$ cat src/hdl/caster_encoder_odometry_core_macros.svh
// Assertion macros for the caster encoder odometry core.
`ifndef CASTER_ENCODER_ODOMETRY_CORE_MACROS_SVH
`define CASTER_ENCODER_ODOMETRY_CORE_MACROS_SVH
`ifndef ASSERT_OFF
`define CEO_ASSERT(lbl, clk, rst_n, prop, msg) \
    lbl: assert property (@(posedge clk) disable iff (!rst_n) prop) else $error(msg);
`define CEO_ASSERT_NEVER(lbl, clk, rst_n, cond, msg) \
    lbl: assert property (@(posedge clk) disable iff (!rst_n) !(cond)) else $error(msg);
`else
`define CEO_ASSERT(lbl, clk, rst_n, prop, msg)
`define CEO_ASSERT_NEVER(lbl, clk, rst_n, cond, msg)
`endif
`endif

$ cat src/hdl/ceo_pkg.sv
`default_nettype none
package ceo_pkg;

    localparam int CFG_IDX_W  = 2;
    localparam int CFG_DATA_W = 32;
    localparam logic [CFG_IDX_W-1:0] CFG_CPT = 2'd0;
    localparam logic [CFG_IDX_W-1:0] CFG_TPC = 2'd1;
    localparam logic [CFG_IDX_W-1:0] CFG_IWB = 2'd2;

    localparam logic [14:0] CPT_RESET = 15'd4096;
    localparam logic [23:0] IWB_RESET = 24'd65536;

    localparam int CORDIC_STEPS = 16;
    localparam int CORDIC_IDX_W = $clog2(CORDIC_STEPS);
    localparam int CW           = 34;
    localparam logic signed [CW-1:0] CORDIC_GAIN = 34'sd652032874;

    localparam int MUL_W     = 34;
    localparam int MUL_CNT_W = $clog2(MUL_W);
    localparam int PROD_W    = 2 * MUL_W;
    localparam logic signed [MUL_W-1:0] RAD_TO_BAM = 34'sd683565276;

    localparam int DIV_W     = 32;
    localparam int DIV_CNT_W = $clog2(DIV_W);

    localparam int Q_DEPTH = 2;
    localparam int Q_PTR_W = $clog2(Q_DEPTH);
    localparam int Q_CNT_W = $clog2(Q_DEPTH + 1);

    typedef enum logic [1:0] {
        OP_STEER   = 2'd0,
        OP_ROT     = 2'd1,
        OP_TICK    = 2'd2,
        OP_RESTART = 2'd3
    } t_op;

    typedef struct packed {
        t_op               op;
        logic signed [15:0] count;
    } t_item;

    typedef struct packed {
        logic full;
        logic empty;
    } t_q_stat;

    typedef struct packed {
        logic signed [31:0] pos_x;
        logic signed [31:0] pos_y;
        logic signed [15:0] heading;
        logic signed [15:0] half_heading_sin;
        logic signed [15:0] half_heading_cos;
        logic signed [15:0] steer_angle;
        logic               pose_updated;
    } t_result;

    function automatic logic [29:0] atan_lut(input logic [4:0] i);
        logic [29:0] v;
        case (i)
            5'd0:    v = 30'd536870912;
            5'd1:    v = 30'd316933406;
            5'd2:    v = 30'd167458907;
            5'd3:    v = 30'd85004756;
            5'd4:    v = 30'd42667331;
            5'd5:    v = 30'd21354465;
            5'd6:    v = 30'd10679838;
            5'd7:    v = 30'd5340245;
            5'd8:    v = 30'd2670163;
            5'd9:    v = 30'd1335087;
            5'd10:   v = 30'd667544;
            5'd11:   v = 30'd333772;
            5'd12:   v = 30'd166886;
            5'd13:   v = 30'd83443;
            5'd14:   v = 30'd41722;
            5'd15:   v = 30'd20861;
            5'd16:   v = 30'd10430;
            5'd17:   v = 30'd5215;
            5'd18:   v = 30'd2608;
            5'd19:   v = 30'd1304;
            5'd20:   v = 30'd652;
            5'd21:   v = 30'd326;
            5'd22:   v = 30'd163;
            5'd23:   v = 30'd81;
            default: v = 30'd0;
        endcase
        return v;
    endfunction

    function automatic logic signed [31:0] sat32(input logic signed [71:0] v);
        logic signed [31:0] r;
        if (v > 72'sd2147483647) begin
            r = 32'sh7FFFFFFF;
        end else if (v < -72'sd2147483648) begin
            r = 32'sh80000000;
        end else begin
            r = 32'(v);
        end
        return r;
    endfunction

    function automatic logic signed [15:0] clamp14(input logic signed [CW-1:0] v);
        logic signed [15:0] r;
        if (v > 34'sd16384) begin
            r = 16'sd16384;
        end else if (v < -34'sd16384) begin
            r = -16'sd16384;
        end else begin
            r = 16'(v);
        end
        return r;
    endfunction

endpackage
`default_nettype wire

$ cat src/hdl/ceo_if.sv
`default_nettype none
interface ceo_in_if;
    logic               valid;
    logic               ready;
    logic [1:0]         opcode;
    logic signed [15:0] count;
    modport source (output valid, output opcode, output count, input ready);
    modport sink (input valid, input opcode, input count, output ready);
endinterface

interface ceo_out_if;
    logic               valid;
    logic               ready;
    logic signed [31:0] pos_x;
    logic signed [31:0] pos_y;
    logic signed [15:0] heading;
    logic signed [15:0] half_heading_sin;
    logic signed [15:0] half_heading_cos;
    logic signed [15:0] steer_angle;
    logic               pose_updated;
    modport source (output valid, output pos_x, output pos_y, output heading,
                    output half_heading_sin, output half_heading_cos,
                    output steer_angle, output pose_updated, input ready);
    modport sink (input valid, input pos_x, input pos_y, input heading,
                  input half_heading_sin, input half_heading_cos,
                  input steer_angle, input pose_updated, output ready);
endinterface
`default_nettype wire

$ cat src/hdl/caster_encoder_odometry_core.sv
// Channel  Dir  Handshake      Payload
// i_in     in   valid / ready  opcode[1:0], count[15:0] signed
// o_out    out  valid / ready  pos_x, pos_y, heading, half_heading_sin/cos,
//                              steer_angle, pose_updated
// i_cfg    in   i_cfg_we       i_cfg_idx[1:0], i_cfg_data[31:0]
// Per item the back end runs: steer items a 32-step divider plus one CORDIC pass;
// rotation, restart and unseeded tick items one CORDIC pass; seeded ticks seven
// 34-step serial multiplies and three 16-step CORDIC passes on one shared unit each.
// Synchronous active-low reset; no clearing pass.
// A two-entry input queue keeps accepting items until full while the back end works or a
// result waits in the output register.
`default_nettype none
`include "caster_encoder_odometry_core_macros.svh"
module caster_encoder_odometry_core import ceo_pkg::*; (
    input  logic                  i_clk,
    input  logic                  i_rst_n,
    ceo_in_if.sink                i_in,
    ceo_out_if.source             o_out,
    input  logic                  i_cfg_we,
    input  logic [CFG_IDX_W-1:0]  i_cfg_idx,
    input  logic [CFG_DATA_W-1:0] i_cfg_data
);

    logic    q_valid;
    t_item   q_item;
    logic    q_take;
    t_q_stat q_stat;
    t_result res;
    logic    res_valid;
    logic    bk_busy;

    ceo_front u_front (
        .i_clk   (i_clk),
        .i_rst_n (i_rst_n),
        .i_in    (i_in),
        .o_valid (q_valid),
        .o_item  (q_item),
        .i_take  (q_take),
        .o_stat  (q_stat)
    );

    ceo_back u_back (
        .i_clk       (i_clk),
        .i_rst_n     (i_rst_n),
        .i_cfg_we    (i_cfg_we),
        .i_cfg_idx   (i_cfg_idx),
        .i_cfg_data  (i_cfg_data),
        .i_q_valid   (q_valid),
        .i_q_item    (q_item),
        .o_q_take    (q_take),
        .o_res       (res),
        .o_res_valid (res_valid),
        .i_res_ready (o_out.ready),
        .o_busy      (bk_busy)
    );

    assign o_out.valid            = res_valid;
    assign o_out.pos_x            = res.pos_x;
    assign o_out.pos_y            = res.pos_y;
    assign o_out.heading          = res.heading;
    assign o_out.half_heading_sin = res.half_heading_sin;
    assign o_out.half_heading_cos = res.half_heading_cos;
    assign o_out.steer_angle      = res.steer_angle;
    assign o_out.pose_updated     = res.pose_updated;

    `CEO_ASSERT_NEVER(a_q_full_empty, i_clk, i_rst_n, q_stat.full && q_stat.empty, "queue full and empty")
    `CEO_ASSERT(a_out_from_work, i_clk, i_rst_n, $rose(o_out.valid) |-> $past(bk_busy), "result without work")

endmodule
`default_nettype wire

$ cat src/hdl/ceo_front.sv
`default_nettype none
module ceo_front import ceo_pkg::*; (
    input  logic    i_clk,
    input  logic    i_rst_n,
    ceo_in_if.sink  i_in,
    output logic    o_valid,
    output t_item   o_item,
    input  logic    i_take,
    output t_q_stat o_stat
);

    t_item                r_mem [Q_DEPTH];
    logic [Q_PTR_W-1:0]   r_wp;
    logic [Q_PTR_W-1:0]   r_rp;
    logic [Q_CNT_W-1:0]   r_cnt;
    logic                 push;
    logic                 pop;
    t_item                item_in;

    assign o_stat.full  = (r_cnt == Q_CNT_W'(Q_DEPTH));
    assign o_stat.empty = (r_cnt == '0);
    assign i_in.ready   = !o_stat.full;
    assign o_valid      = !o_stat.empty;
    assign o_item       = r_mem[r_rp];
    assign push         = i_in.valid && i_in.ready;
    assign pop          = o_valid && i_take;

    always_comb begin
        item_in.op    = t_op'(i_in.opcode);
        item_in.count = i_in.count;
    end

    always_ff @(posedge i_clk) begin
        if (push) begin
            r_mem[r_wp] <= item_in;
        end
        if (!i_rst_n) begin
            r_wp  <= '0;
            r_rp  <= '0;
            r_cnt <= '0;
        end else begin
            if (push) begin
                r_wp <= r_wp + 1'b1;
            end
            if (pop) begin
                r_rp <= r_rp + 1'b1;
            end
            if (push && !pop) begin
                r_cnt <= r_cnt + 1'b1;
            end else if (pop && !push) begin
                r_cnt <= r_cnt - 1'b1;
            end
        end
    end

endmodule
`default_nettype wire

$ cat src/hdl/ceo_mul.sv
`default_nettype none
module ceo_mul import ceo_pkg::*; (
    input  logic                     i_clk,
    input  logic                     i_rst_n,
    input  logic                     i_start,
    input  logic signed [MUL_W-1:0]  i_a,
    input  logic signed [MUL_W-1:0]  i_b,
    output logic                     o_done,
    output logic signed [PROD_W-1:0] o_p
);

    logic                  r_busy;
    logic                  r_done;
    logic [MUL_CNT_W-1:0]  r_cnt;
    logic [PROD_W-1:0]     r_acc;
    logic [MUL_W-1:0]      r_mcand;
    logic                  r_neg;
    logic [MUL_W:0]        sum;
    logic [MUL_W-1:0]      mag_a;
    logic [MUL_W-1:0]      mag_b;

    always_comb begin
        mag_a = i_a[MUL_W-1] ? MUL_W'(-i_a) : MUL_W'(i_a);
        mag_b = i_b[MUL_W-1] ? MUL_W'(-i_b) : MUL_W'(i_b);
        sum   = {1'b0, r_acc[PROD_W-1:MUL_W]} + (r_acc[0] ? {1'b0, r_mcand} : '0);
    end

    assign o_done = r_done;
    assign o_p    = r_neg ? -$signed(r_acc) : $signed(r_acc);

    always_ff @(posedge i_clk) begin
        if (!i_rst_n) begin
            r_busy <= 1'b0;
            r_done <= 1'b0;
            r_cnt  <= '0;
        end else begin
            r_done <= 1'b0;
            if (i_start) begin
                r_busy  <= 1'b1;
                r_cnt   <= '0;
                r_acc   <= {{MUL_W{1'b0}}, mag_b};
                r_mcand <= mag_a;
                r_neg   <= i_a[MUL_W-1] ^ i_b[MUL_W-1];
            end else if (r_busy) begin
                r_acc <= {sum, r_acc[MUL_W-1:1]};
                r_cnt <= r_cnt + 1'b1;
                if (r_cnt == MUL_CNT_W'(MUL_W - 1)) begin
                    r_busy <= 1'b0;
                    r_done <= 1'b1;
                end
            end
        end
    end

endmodule
`default_nettype wire

$ cat src/hdl/ceo_cordic.sv
`default_nettype none
module ceo_cordic import ceo_pkg::*; (
    input  logic                 i_clk,
    input  logic                 i_rst_n,
    input  logic                 i_start,
    input  logic [31:0]          i_ang,
    output logic                 o_done,
    output logic signed [CW-1:0] o_c,
    output logic signed [CW-1:0] o_s
);

    logic                    r_busy;
    logic                    r_done;
    logic                    r_flip;
    logic [CORDIC_IDX_W-1:0] r_idx;
    logic signed [CW-1:0]    r_x;
    logic signed [CW-1:0]    r_y;
    logic signed [CW-1:0]    r_z;
    logic [31:0]             ang_off;
    logic                    flip;
    logic [31:0]             ang_f;
    logic signed [CW-1:0]    xs;
    logic signed [CW-1:0]    ys;
    logic signed [CW-1:0]    at;

    always_comb begin
        ang_off = i_ang + 32'h4000_0000;
        flip    = ang_off[31];
        ang_f   = flip ? (i_ang ^ 32'h8000_0000) : i_ang;
        xs      = r_x >>> r_idx;
        ys      = r_y >>> r_idx;
        at      = CW'(atan_lut(5'(r_idx)));
    end

    assign o_done = r_done;
    assign o_c    = r_flip ? -r_x : r_x;
    assign o_s    = r_flip ? -r_y : r_y;

    always_ff @(posedge i_clk) begin
        if (!i_rst_n) begin
            r_busy <= 1'b0;
            r_done <= 1'b0;
            r_idx  <= '0;
        end else begin
            r_done <= 1'b0;
            if (i_start) begin
                r_busy <= 1'b1;
                r_idx  <= '0;
                r_flip <= flip;
                r_x    <= CORDIC_GAIN;
                r_y    <= '0;
                r_z    <= CW'($signed(ang_f));
            end else if (r_busy) begin
                if (r_z >= 0) begin
                    r_x <= r_x - ys;
                    r_y <= r_y + xs;
                    r_z <= r_z - at;
                end else begin
                    r_x <= r_x + ys;
                    r_y <= r_y - xs;
                    r_z <= r_z + at;
                end
                r_idx <= r_idx + 1'b1;
                if (r_idx == CORDIC_IDX_W'(CORDIC_STEPS - 1)) begin
                    r_busy <= 1'b0;
                    r_done <= 1'b1;
                end
            end
        end
    end

endmodule
`default_nettype wire

$ cat src/hdl/ceo_back.sv
`default_nettype none
module ceo_back import ceo_pkg::*; (
    input  logic                  i_clk,
    input  logic                  i_rst_n,
    input  logic                  i_cfg_we,
    input  logic [CFG_IDX_W-1:0]  i_cfg_idx,
    input  logic [CFG_DATA_W-1:0] i_cfg_data,
    input  logic                  i_q_valid,
    input  t_item                 i_q_item,
    output logic                  o_q_take,
    output t_result               o_res,
    output logic                  o_res_valid,
    input  logic                  i_res_ready,
    output logic                  o_busy
);

    typedef enum logic [2:0] {
        S_IDLE,
        S_DIV,
        S_HALF,
        S_WAIT,
        S_OUT
    } t_state;

    typedef enum logic [3:0] {
        ST_DIST,
        ST_STEER,
        ST_SIDE,
        ST_FWD,
        ST_TH,
        ST_DTH,
        ST_MID,
        ST_X,
        ST_Y,
        ST_HALF
    } t_stage;

    t_state r_state;
    t_stage r_stage;

    logic [14:0]        r_cpt;
    logic [31:0]        r_tpc;
    logic [23:0]        r_iwb;

    logic [15:0]        r_steer;
    logic [15:0]        r_last;
    logic               r_seeded;
    logic [31:0]        r_total;
    logic [31:0]        r_total_tick;
    logic signed [31:0] r_x;
    logic signed [31:0] r_y;
    logic [15:0]        r_yaw;

    logic signed [31:0]    r_dist;
    logic signed [MUL_W-1:0] r_side;
    logic signed [MUL_W-1:0] r_fwd;
    logic [32:0]           r_dth;
    logic                  r_upd;
    logic signed [15:0]    r_hs;
    logic signed [15:0]    r_hc;

    logic [14:0]          r_rem;
    logic [DIV_W-1:0]     r_quo;
    logic [DIV_CNT_W-1:0] r_dcnt;
    logic                 r_dneg;

    logic                    r_mul_go;
    logic signed [MUL_W-1:0] r_ma;
    logic signed [MUL_W-1:0] r_mb;
    logic                    r_cor_go;
    logic [31:0]             r_ang;

    logic    r_ov;
    t_result r_res;

    logic                     mul_done;
    logic signed [PROD_W-1:0] mul_p;
    logic                     cor_done;
    logic signed [CW-1:0]     cor_c;
    logic signed [CW-1:0]     cor_s;

    logic [14:0]              cpt_eff;
    logic signed [16:0]       half_s;
    logic [15:0]              last_use;
    logic signed [16:0]       gap;
    logic [31:0]              tot_add;
    logic [31:0]              tot_next;
    logic [15:0]              rem_sh;
    logic                     ge;
    logic [14:0]              rem_nx;
    logic [DIV_W-1:0]         quo_nx;
    logic [15:0]              cnt_abs;
    logic [31:0]              d_diff;
    logic signed [PROD_W-1:0] p16;
    logic signed [PROD_W-1:0] p30;
    logic signed [31:0]       sat_p16;
    logic [32:0]              dth_now;
    logic [31:0]              yaw32;
    logic [31:0]              mid;
    logic [31:0]              yaw_sum;
    logic signed [31:0]       x_new;
    logic signed [31:0]       y_new;
    logic signed [CW-1:0]     hs_r;
    logic signed [CW-1:0]     hc_r;

    ceo_mul u_mul (
        .i_clk   (i_clk),
        .i_rst_n (i_rst_n),
        .i_start (r_mul_go),
        .i_a     (r_ma),
        .i_b     (r_mb),
        .o_done  (mul_done),
        .o_p     (mul_p)
    );

    ceo_cordic u_cordic (
        .i_clk   (i_clk),
        .i_rst_n (i_rst_n),
        .i_start (r_cor_go),
        .i_ang   (r_ang),
        .o_done  (cor_done),
        .o_c     (cor_c),
        .o_s     (cor_s)
    );

    always_comb begin
        cpt_eff  = (r_cpt < 15'd2) ? 15'd2 : r_cpt;
        half_s   = $signed({3'b000, cpt_eff[14:1]});
        last_use = r_seeded ? r_last : i_q_item.count;
        gap      = 17'(i_q_item.count) - 17'($signed(last_use));
        tot_add  = r_total + 32'(gap);
        if (gap > half_s) begin
            tot_next = tot_add - {17'd0, cpt_eff};
        end else if (gap < -half_s) begin
            tot_next = tot_add + {17'd0, cpt_eff};
        end else begin
            tot_next = tot_add;
        end
        rem_sh  = {r_rem, r_quo[DIV_W-1]};
        ge      = (rem_sh >= {1'b0, cpt_eff});
        rem_nx  = ge ? 15'(rem_sh - {1'b0, cpt_eff}) : rem_sh[14:0];
        quo_nx  = {r_quo[DIV_W-2:0], ge};
        cnt_abs = i_q_item.count[15] ? 16'(-i_q_item.count) : i_q_item.count;
        d_diff  = r_total - r_total_tick;
        p16     = (mul_p + PROD_W'(32768)) >>> 16;
        p30     = (mul_p + PROD_W'(1 << 29)) >>> 30;
        sat_p16 = sat32(72'(p16));
        dth_now = 33'(p16);
        yaw32   = {r_yaw, 16'h0000};
        mid     = yaw32 + dth_now[32:1];
        yaw_sum = yaw32 + r_dth[31:0] + 32'h0000_8000;
        x_new   = sat32(72'(r_x) + 72'(p30));
        y_new   = sat32(72'(r_y) + 72'(p30));
        hs_r    = (cor_s + CW'(32768)) >>> 16;
        hc_r    = (cor_c + CW'(32768)) >>> 16;
    end

    assign o_q_take    = (r_state == S_IDLE);
    assign o_busy      = (r_state != S_IDLE);
    assign o_res       = r_res;
    assign o_res_valid = r_ov;

    always_ff @(posedge i_clk) begin
        if (!i_rst_n) begin
            r_state      <= S_IDLE;
            r_stage      <= ST_HALF;
            r_cpt        <= CPT_RESET;
            r_tpc        <= '0;
            r_iwb        <= IWB_RESET;
            r_steer      <= '0;
            r_last       <= '0;
            r_seeded     <= 1'b0;
            r_total      <= '0;
            r_total_tick <= '0;
            r_x          <= '0;
            r_y          <= '0;
            r_yaw        <= '0;
            r_mul_go     <= 1'b0;
            r_cor_go     <= 1'b0;
            r_ov         <= 1'b0;
            r_dcnt       <= '0;
        end else begin
            r_mul_go <= 1'b0;
            r_cor_go <= 1'b0;
            if (r_ov && i_res_ready && (r_state != S_OUT)) begin
                r_ov <= 1'b0;
            end
            if (i_cfg_we) begin
                unique case (i_cfg_idx)
                    CFG_CPT: r_cpt <= i_cfg_data[14:0];
                    CFG_TPC: r_tpc <= i_cfg_data;
                    CFG_IWB: r_iwb <= i_cfg_data[23:0];
                    default: ;
                endcase
            end
            unique case (r_state)
                S_IDLE: begin
                    if (i_q_valid) begin
                        r_upd <= (i_q_item.op == OP_TICK) && r_seeded;
                        unique case (i_q_item.op)
                            OP_STEER: begin
                                r_quo   <= {cnt_abs, 16'h0000};
                                r_rem   <= '0;
                                r_dcnt  <= '0;
                                r_dneg  <= i_q_item.count[15];
                                r_state <= S_DIV;
                            end
                            OP_ROT: begin
                                r_seeded <= 1'b1;
                                r_last   <= i_q_item.count;
                                r_total  <= tot_next;
                                r_state  <= S_HALF;
                            end
                            OP_TICK: begin
                                if (r_seeded) begin
                                    r_total_tick <= r_total;
                                    r_ma         <= -MUL_W'($signed(d_diff));
                                    r_mb         <= {2'b00, r_tpc};
                                    r_mul_go     <= 1'b1;
                                    r_stage      <= ST_DIST;
                                    r_state      <= S_WAIT;
                                end else begin
                                    r_state <= S_HALF;
                                end
                            end
                            OP_RESTART: begin
                                r_seeded     <= 1'b0;
                                r_total      <= '0;
                                r_total_tick <= '0;
                                r_x          <= '0;
                                r_y          <= '0;
                                r_yaw        <= '0;
                                r_state      <= S_HALF;
                            end
                            default: ;
                        endcase
                    end
                end
                S_DIV: begin
                    r_rem  <= rem_nx;
                    r_quo  <= quo_nx;
                    r_dcnt <= r_dcnt + 1'b1;
                    if (r_dcnt == DIV_CNT_W'(DIV_W - 1)) begin
                        r_steer <= r_dneg ? (16'd0 - quo_nx[15:0]) : quo_nx[15:0];
                        r_state <= S_HALF;
                    end
                end
                S_HALF: begin
                    r_ang    <= {r_yaw[15], r_yaw, 15'd0};
                    r_cor_go <= 1'b1;
                    r_stage  <= ST_HALF;
                    r_state  <= S_WAIT;
                end
                S_WAIT: begin
                    if (mul_done || cor_done) begin
                        unique case (r_stage)
                            ST_DIST: begin
                                r_dist   <= sat_p16;
                                r_ang    <= {r_steer, 16'h0000};
                                r_cor_go <= 1'b1;
                                r_stage  <= ST_STEER;
                            end
                            ST_STEER: begin
                                r_ma     <= MUL_W'(r_dist);
                                r_mb     <= cor_s;
                                r_mul_go <= 1'b1;
                                r_stage  <= ST_SIDE;
                            end
                            ST_SIDE: begin
                                r_side   <= MUL_W'(p30);
                                r_ma     <= MUL_W'(r_dist);
                                r_mb     <= cor_c;
                                r_mul_go <= 1'b1;
                                r_stage  <= ST_FWD;
                            end
                            ST_FWD: begin
                                r_fwd    <= MUL_W'(p30);
                                r_ma     <= r_side;
                                r_mb     <= {10'd0, r_iwb};
                                r_mul_go <= 1'b1;
                                r_stage  <= ST_TH;
                            end
                            ST_TH: begin
                                r_ma     <= MUL_W'(sat_p16);
                                r_mb     <= RAD_TO_BAM;
                                r_mul_go <= 1'b1;
                                r_stage  <= ST_DTH;
                            end
                            ST_DTH: begin
                                r_dth    <= dth_now;
                                r_ang    <= mid;
                                r_cor_go <= 1'b1;
                                r_stage  <= ST_MID;
                            end
                            ST_MID: begin
                                r_ma     <= r_fwd;
                                r_mb     <= cor_c;
                                r_mul_go <= 1'b1;
                                r_stage  <= ST_X;
                            end
                            ST_X: begin
                                r_x      <= x_new;
                                r_ma     <= r_fwd;
                                r_mb     <= cor_s;
                                r_mul_go <= 1'b1;
                                r_stage  <= ST_Y;
                            end
                            ST_Y: begin
                                r_y     <= y_new;
                                r_yaw   <= yaw_sum[31:16];
                                r_state <= S_HALF;
                            end
                            ST_HALF: begin
                                r_hs    <= clamp14(hs_r);
                                r_hc    <= clamp14(hc_r);
                                r_state <= S_OUT;
                            end
                            default: ;
                        endcase
                    end
                end
                S_OUT: begin
                    if (!r_ov || i_res_ready) begin
                        r_res.pos_x            <= r_x;
                        r_res.pos_y            <= r_y;
                        r_res.heading          <= r_yaw;
                        r_res.half_heading_sin <= r_hs;
                        r_res.half_heading_cos <= r_hc;
                        r_res.steer_angle      <= r_steer;
                        r_res.pose_updated     <= r_upd;
                        r_ov                   <= 1'b1;
                        r_state                <= S_IDLE;
                    end
                end
                default: r_state <= S_IDLE;
            endcase
        end
    end

endmodule
`default_nettype wire

$ cat src/flat_wrapper.sv
// flat-port wrapper written by rule: the top's interface ports become plain ports
module caster_encoder_odometry_core_flat import ceo_pkg::*;
  (i_clk, i_rst_n, i_cfg_we, i_cfg_idx, i_cfg_data, i_in_valid, i_in_opcode, i_in_count, i_in_ready, o_out_valid, o_out_pos_x, o_out_pos_y, o_out_heading, o_out_half_heading_sin, o_out_half_heading_cos, o_out_steer_angle, o_out_pose_updated, o_out_ready);
  ceo_in_if i_in_i ();
  ceo_out_if o_out_i ();
  input  logic i_clk;
  input  logic i_rst_n;
  input  logic i_cfg_we;
  input  logic [CFG_IDX_W-1:0] i_cfg_idx;
  input  logic [CFG_DATA_W-1:0] i_cfg_data;
  input wire logic [$bits(i_in_i.valid)-1:0] i_in_valid;
  input wire logic [$bits(i_in_i.opcode)-1:0] i_in_opcode;
  input wire logic [$bits(i_in_i.count)-1:0] i_in_count;
  output wire logic [$bits(i_in_i.ready)-1:0] i_in_ready;
  output wire logic [$bits(o_out_i.valid)-1:0] o_out_valid;
  output wire logic [$bits(o_out_i.pos_x)-1:0] o_out_pos_x;
  output wire logic [$bits(o_out_i.pos_y)-1:0] o_out_pos_y;
  output wire logic [$bits(o_out_i.heading)-1:0] o_out_heading;
  output wire logic [$bits(o_out_i.half_heading_sin)-1:0] o_out_half_heading_sin;
  output wire logic [$bits(o_out_i.half_heading_cos)-1:0] o_out_half_heading_cos;
  output wire logic [$bits(o_out_i.steer_angle)-1:0] o_out_steer_angle;
  output wire logic [$bits(o_out_i.pose_updated)-1:0] o_out_pose_updated;
  input wire logic [$bits(o_out_i.ready)-1:0] o_out_ready;
  assign i_in_i.valid = i_in_valid;
  assign i_in_i.opcode = i_in_opcode;
  assign i_in_i.count = i_in_count;
  assign i_in_ready = i_in_i.ready;
  assign o_out_valid = o_out_i.valid;
  assign o_out_pos_x = o_out_i.pos_x;
  assign o_out_pos_y = o_out_i.pos_y;
  assign o_out_heading = o_out_i.heading;
  assign o_out_half_heading_sin = o_out_i.half_heading_sin;
  assign o_out_half_heading_cos = o_out_i.half_heading_cos;
  assign o_out_steer_angle = o_out_i.steer_angle;
  assign o_out_pose_updated = o_out_i.pose_updated;
  assign o_out_i.ready = o_out_ready;
  caster_encoder_odometry_core u_core (.i_clk(i_clk), .i_rst_n(i_rst_n), .i_in(i_in_i), .o_out(o_out_i), .i_cfg_we(i_cfg_we), .i_cfg_idx(i_cfg_idx), .i_cfg_data(i_cfg_data));
endmodule
$ cat config.mk
export PLATFORM = sky130hd
export DESIGN_NAME = caster_encoder_odometry_core_flat
export DESIGN_NICKNAME = d
export VERILOG_FILES = /design/src/hdl/ceo_pkg.sv /design/src/hdl/ceo_if.sv /design/src/hdl/caster_encoder_odometry_core.sv /design/src/hdl/ceo_front.sv /design/src/hdl/ceo_mul.sv /design/src/hdl/ceo_cordic.sv /design/src/hdl/ceo_back.sv /design/src/flat_wrapper.sv
export VERILOG_INCLUDE_DIRS = /design/src /design/src/hdl
export SDC_FILE = /design/constraint.sdc
export NUM_CORES = 2
export LEC_CHECK = 0
export ABC_AREA = 1
export BUFFER_PORTS_ARGS = -buffer_cell sky130_fd_sc_hd__buf_4
export CAP_MARGIN = 20
export CELL_PAD_IN_SITES_DETAIL_PLACEMENT = 0
export CELL_PAD_IN_SITES_GLOBAL_PLACEMENT = 1
export CORE_MARGIN = 1.5
export CORE_UTILIZATION = 47
export CTS_BUF_LIST = sky130_fd_sc_hd__clkbuf_4 sky130_fd_sc_hd__clkbuf_8
export DETAILED_ROUTE_END_ITERATION = 8
export PLACE_DENSITY_LB_ADDON = 0.1
export SYNTH_ARGS = -nofsm -noshare
export SYNTH_HDL_FRONTEND = slang
export SYNTH_SLANG_ARGS = --single-unit
$ cat constraint.sdc
create_clock -name i_clk -period 17 [get_ports i_clk]
set_input_delay 0.85 -clock i_clk [delete_from_list [all_inputs] [get_ports i_clk]]
set_output_delay 0.85 -clock i_clk [all_outputs]
set_load 0.005 [all_outputs]
==> flow_metrics.py <==
metrics = {
    "clock_network": {
        "cts_sinks": 981,
        "tritoncts": "built",
        "post_cts_resized": 0,
        "cts_root_buffer": "clkbuf_8",
        "clk_pin_slew_ps": 60,
        "h-tree-depth": 4,
        "clkLatencyLatePin_ps": 940,
        "cts_hold_buf": 0,
        "cts_setup_buffers": 0,
        "ctsLongestPathBuffers": 3,
        "numCtsBuffers": 171,
    },
    "flow_run": {
        "max-cap-violations": 0,
    },
    "detailed_routing": {
        "drc": 0,
        "via_count": 70230,
        "wirelength_um": 266300,
        "wire_per_inst_um": 21.29,
        "avgViaCountPerCell": 5.615,
        "ant_nets": 0,
        "initialDrtViolationCount": 6855,
        "drt_first_pass_iters": 6,
    },
    "global_route": {
        "grt_pass1_wl_um": 399800,
        "grt_pass1_vias": 66010,
        "grt_start_max_net_pins": 92,
        "grt.total_usage": 0.3296,
        "grt_overflow": 0,
        "antenna_found_initial": 15,
    },
    "yosys": {
        "ys_seq_area_frac": 0.3591,
        "ys_ff_latch": 981,
        "netlist_area_um2": 73340,
        "synth_ff_type": "edfxtp_1",
        "async_flop_share": 0,
        "syn_nets": 10670,
        "synth.distinct_cells": 70,
        "syn_inst": 10170,
        "synth-edff-count": 669,
        "yosys_warnings": 0,
        "avgSynthCellArea_um2": 7.212,
    },
    "final_layout": {
        "drive_gt1_frac": 0.07943,
        "seq_area_um2": 26340,
        "final_util": 0.5226,
        "layout.cells.non_filler": 12510,
        "nFillCells": 15470,
        "multi_input_area_um2": 41580,
        "final_area_um2": 80690,
        "area_growth_pct": 10.04,
        "finalNetCount": 10820,
    },
    "worst_setup_path": {
        "r2r_end": "u_core.u_back.r_total[31]",
        "r2r_slack_ps": 9450,
        "cp.arrival_ps": 8300,
        "critPathMostFrequentCell": "nand2_1",
        "slowest_delay_ps": 700,
        "crit_required_ps": 17750,
        "path_class": "register to register",
        "start_kind": "register",
        "cpLargestDelayFamily": "simple AND/OR/NAND/NOR gates",
        "r2r_cells": 36,
        "crit_buf_inv": 5,
        "crit_fanout": 19,
        "endpoint_kind": "register",
        "crit_slowest_cell": "nor4_1",
    },
    "floorplanning": {
        "rows": 144,
        "start_util": 0.4749,
        "core_um2": 154400,
        "dieArea_um2": 158400,
        "die_x_um": 398.0,
        "die_h_um": 398.0,
        "io_pins": 188,
    },
    "sta": {
        "maxSlewHeadroom": 0.07731,
        "maxSlewViolCount": 0,
        "finalSetupTns_ps": 0,
        "rsz0062_at_grt": "no",
        "finalHoldViolCount": 0,
        "max_freq_mhz": 132.4,
        "clock_skew_ps": 46.53,
        "fin_crit_ps": 7554,
        "fin_hold_ws_ps": 97.91,
        "period_share": 0.4444,
        "worst_pin_slew_ps": 1379,
        "setup_viol": 0,
    },
    "pwr": {
        "p_leak_nw": 35.43,
        "peakVddDrop_mv": 0.2729,
        "p_per_area_nw_per_um2": 196.2,
    },
    "worst_hold_path": {
        "worst_hold_path.num_cells": 1,
        "hold_path_end": "u_core.u_front.r_mem[0][10]",
        "hold_path_class": "input pin to register",
        "hold_start": "i_in_count[10]",
    },
    "outcome": {
        "status": "finished, final reports clean",
    },
    "placed_design": {
        "place_hpwl_um": 208300,
        "portBuffers": 187,
        "place_area_um2": 76880,
        "place_congestion": 0.9928,
        "placed_cells": 12190,
    },
}
==> worst max path at each step <==
stage                                      to  depth (start not counted)  slack [ps]      from
floorplan              u_core.u_back.o_res[0]                          3        2690   i_rst_n
global placement    u_core.u_back.r_total[31]                         36        9660  register
detailed placement  u_core.u_back.r_total[31]                         36        9600  register
CTS                 u_core.u_back.r_total[31]                         36        9540  register
global route        u_core.u_back.r_total[28]                         36        8640  register
finish              u_core.u_back.r_total[31]                         36        9450  register
==> synth_stat cells (66+ instances only) <==
| master | instances | area (um2) |
|---|---|---|
| a21oi_1 | 809 | 4049 |
| a31oi_1 | 66 | 412.9 |
| clkbuf_1 | 231 | 867.1 |
| dfxtp_1 | 312 | 6246 |
| edfxtp_1 | 669 | 20090 |
| ha_1 | 430 | 5380 |
| inv_1 | 1113 | 4178 |
| nand2_1 | 2638 | 9902 |
| nand2_2 | 82 | 513.0 |
| nand3_1 | 454 | 2272 |
| nand4_1 | 105 | 656.9 |
| nor2_1 | 1094 | 4106 |
| nor3_1 | 173 | 865.8 |
| o21ai_0 | 776 | 3884 |
| xnor2_1 | 153 | 1340 |
| xor2_1 | 358 | 3136 |
==> cell usage in the layout, fill, tap and decap left out, types with 34 or more instances in the layout <==
cell type and count:
nand4_1 105, buf_4 271, nand2_2 82, edfxtp_1 669, nor2_2 39, dfxtp_1 307
o21a_1 43, or2_2 60, nor3_1 169, inv_1 1112, clkbuf_8 193, a21oi_1 806
xnor2_1 153, a221oi_1 44, nor2_1 1080, nand2_1 2637, clkinv_1 37, o211ai_1 63
nand3_1 454, xor2_1 358, o21ai_0 776, a31oi_1 66, clkinv_2 35, mux2i_1 48
clkbuf_4 34, nor4_1 40, ha_1 430
==> kinds of logic (layout without fill, tap and decap cells) <==
| group | count (synthesis) | count (layout) | share of synthesized area |
|---|---|---|---|
| AO/OA/AOI/OAI | 1974 | 1974 | 0.1481 |
| XOR/XNOR | 511 | 511 | 0.06103 |
| adder cells (fa/ha/maj) | 444 | 444 | 0.07719 |
| buffers and inverters | 1439 | 1732 | 0.07558 |
| flip-flops | 981 | 981 | 0.3591 |
| multiplexers | 48 | 48 | 0.006552 |
| other | 1 | 3 | 0.00005113 |
| AND/OR/NAND/NOR | 4771 | 4771 | 0.2724 |
==> routing by layer <==
layer,global-route usage,share of wire
met5,0,0.00030
met4,0.1018,0.032
met3,0.05224,0.078
met2,0.5181,0.44
met1,0.4630,0.45
==> registers in the layout (all words and copies together) (netlist names), 17 cells and up, named ones only <==
signal / count
u_core.u_back.r_quo: 32
u_core.u_back.r_x: 32
u_core.u_back.r_mb: 34
u_core.u_back.u_cordic.r_z: 34
u_core.u_back.r_y: 32
u_core.u_back.u_mul.r_mcand: 34
u_core.u_back.u_cordic.at: 30
u_core.u_back.r_side: 34
u_core.u_back.r_ang: 32
u_core.u_back.r_iwb: 24
u_core.u_back.o_res: 129
u_core.u_front.r_mem: 36
u_core.u_back.r_tpc: 32
u_core.u_back.u_mul.r_acc: 68
u_core.u_back.r_fwd: 34
u_core.u_back.r_ma: 34
u_core.u_back.r_dist: 32
u_core.u_back.r_total: 32
u_core.u_back.u_cordic.r_x: 34
u_core.u_back.r_total_tick: 32
u_core.u_back.u_cordic.r_y: 34
u_core.u_back.r_dth: 17
==> report_power, final <==
part / leakage, nW / total, mW / switching [mW] / internal, mW
sequential: 8.62 / 3.24 / 0.222 / 3.02
clock: 1.97 / 2.44 / 1.11 / 1.33
combinational: 24.8 / 10.1 / 6.96 / 3.19
total: 35.4 / 15.8 / 8.29 / 7.54
==> per-stage QoR <==
| step | total power [mW] | worst slack, ps |
|---|---|---|
| 4_1_cts | 15.73 | 9539 |
| 2_1_floorplan | 10.35 | 2687 |
| 3_3_place_gp | 13.16 | 9662 |
| 6_report | 15.83 | 9446 |
| 3_5_place_dp | 13.24 | 9603 |
| 5_1_grt | 17.22 | 8638 |
==> final cells by class <==
type / instances / share of cell area
clock buffer: 227 / 0.03608
inverter: 1136 / 0.05295
multi-input combinational: 7749 / 0.5153
antenna: 2 / 0.00006202
clock inverter: 91 / 0.01064
tap: 2044 / 0.03169
timing repair buffer: 278 / 0.02684
sequential: 981 / 0.3265
No activity file was read; power rests on OpenSTA's default activity.
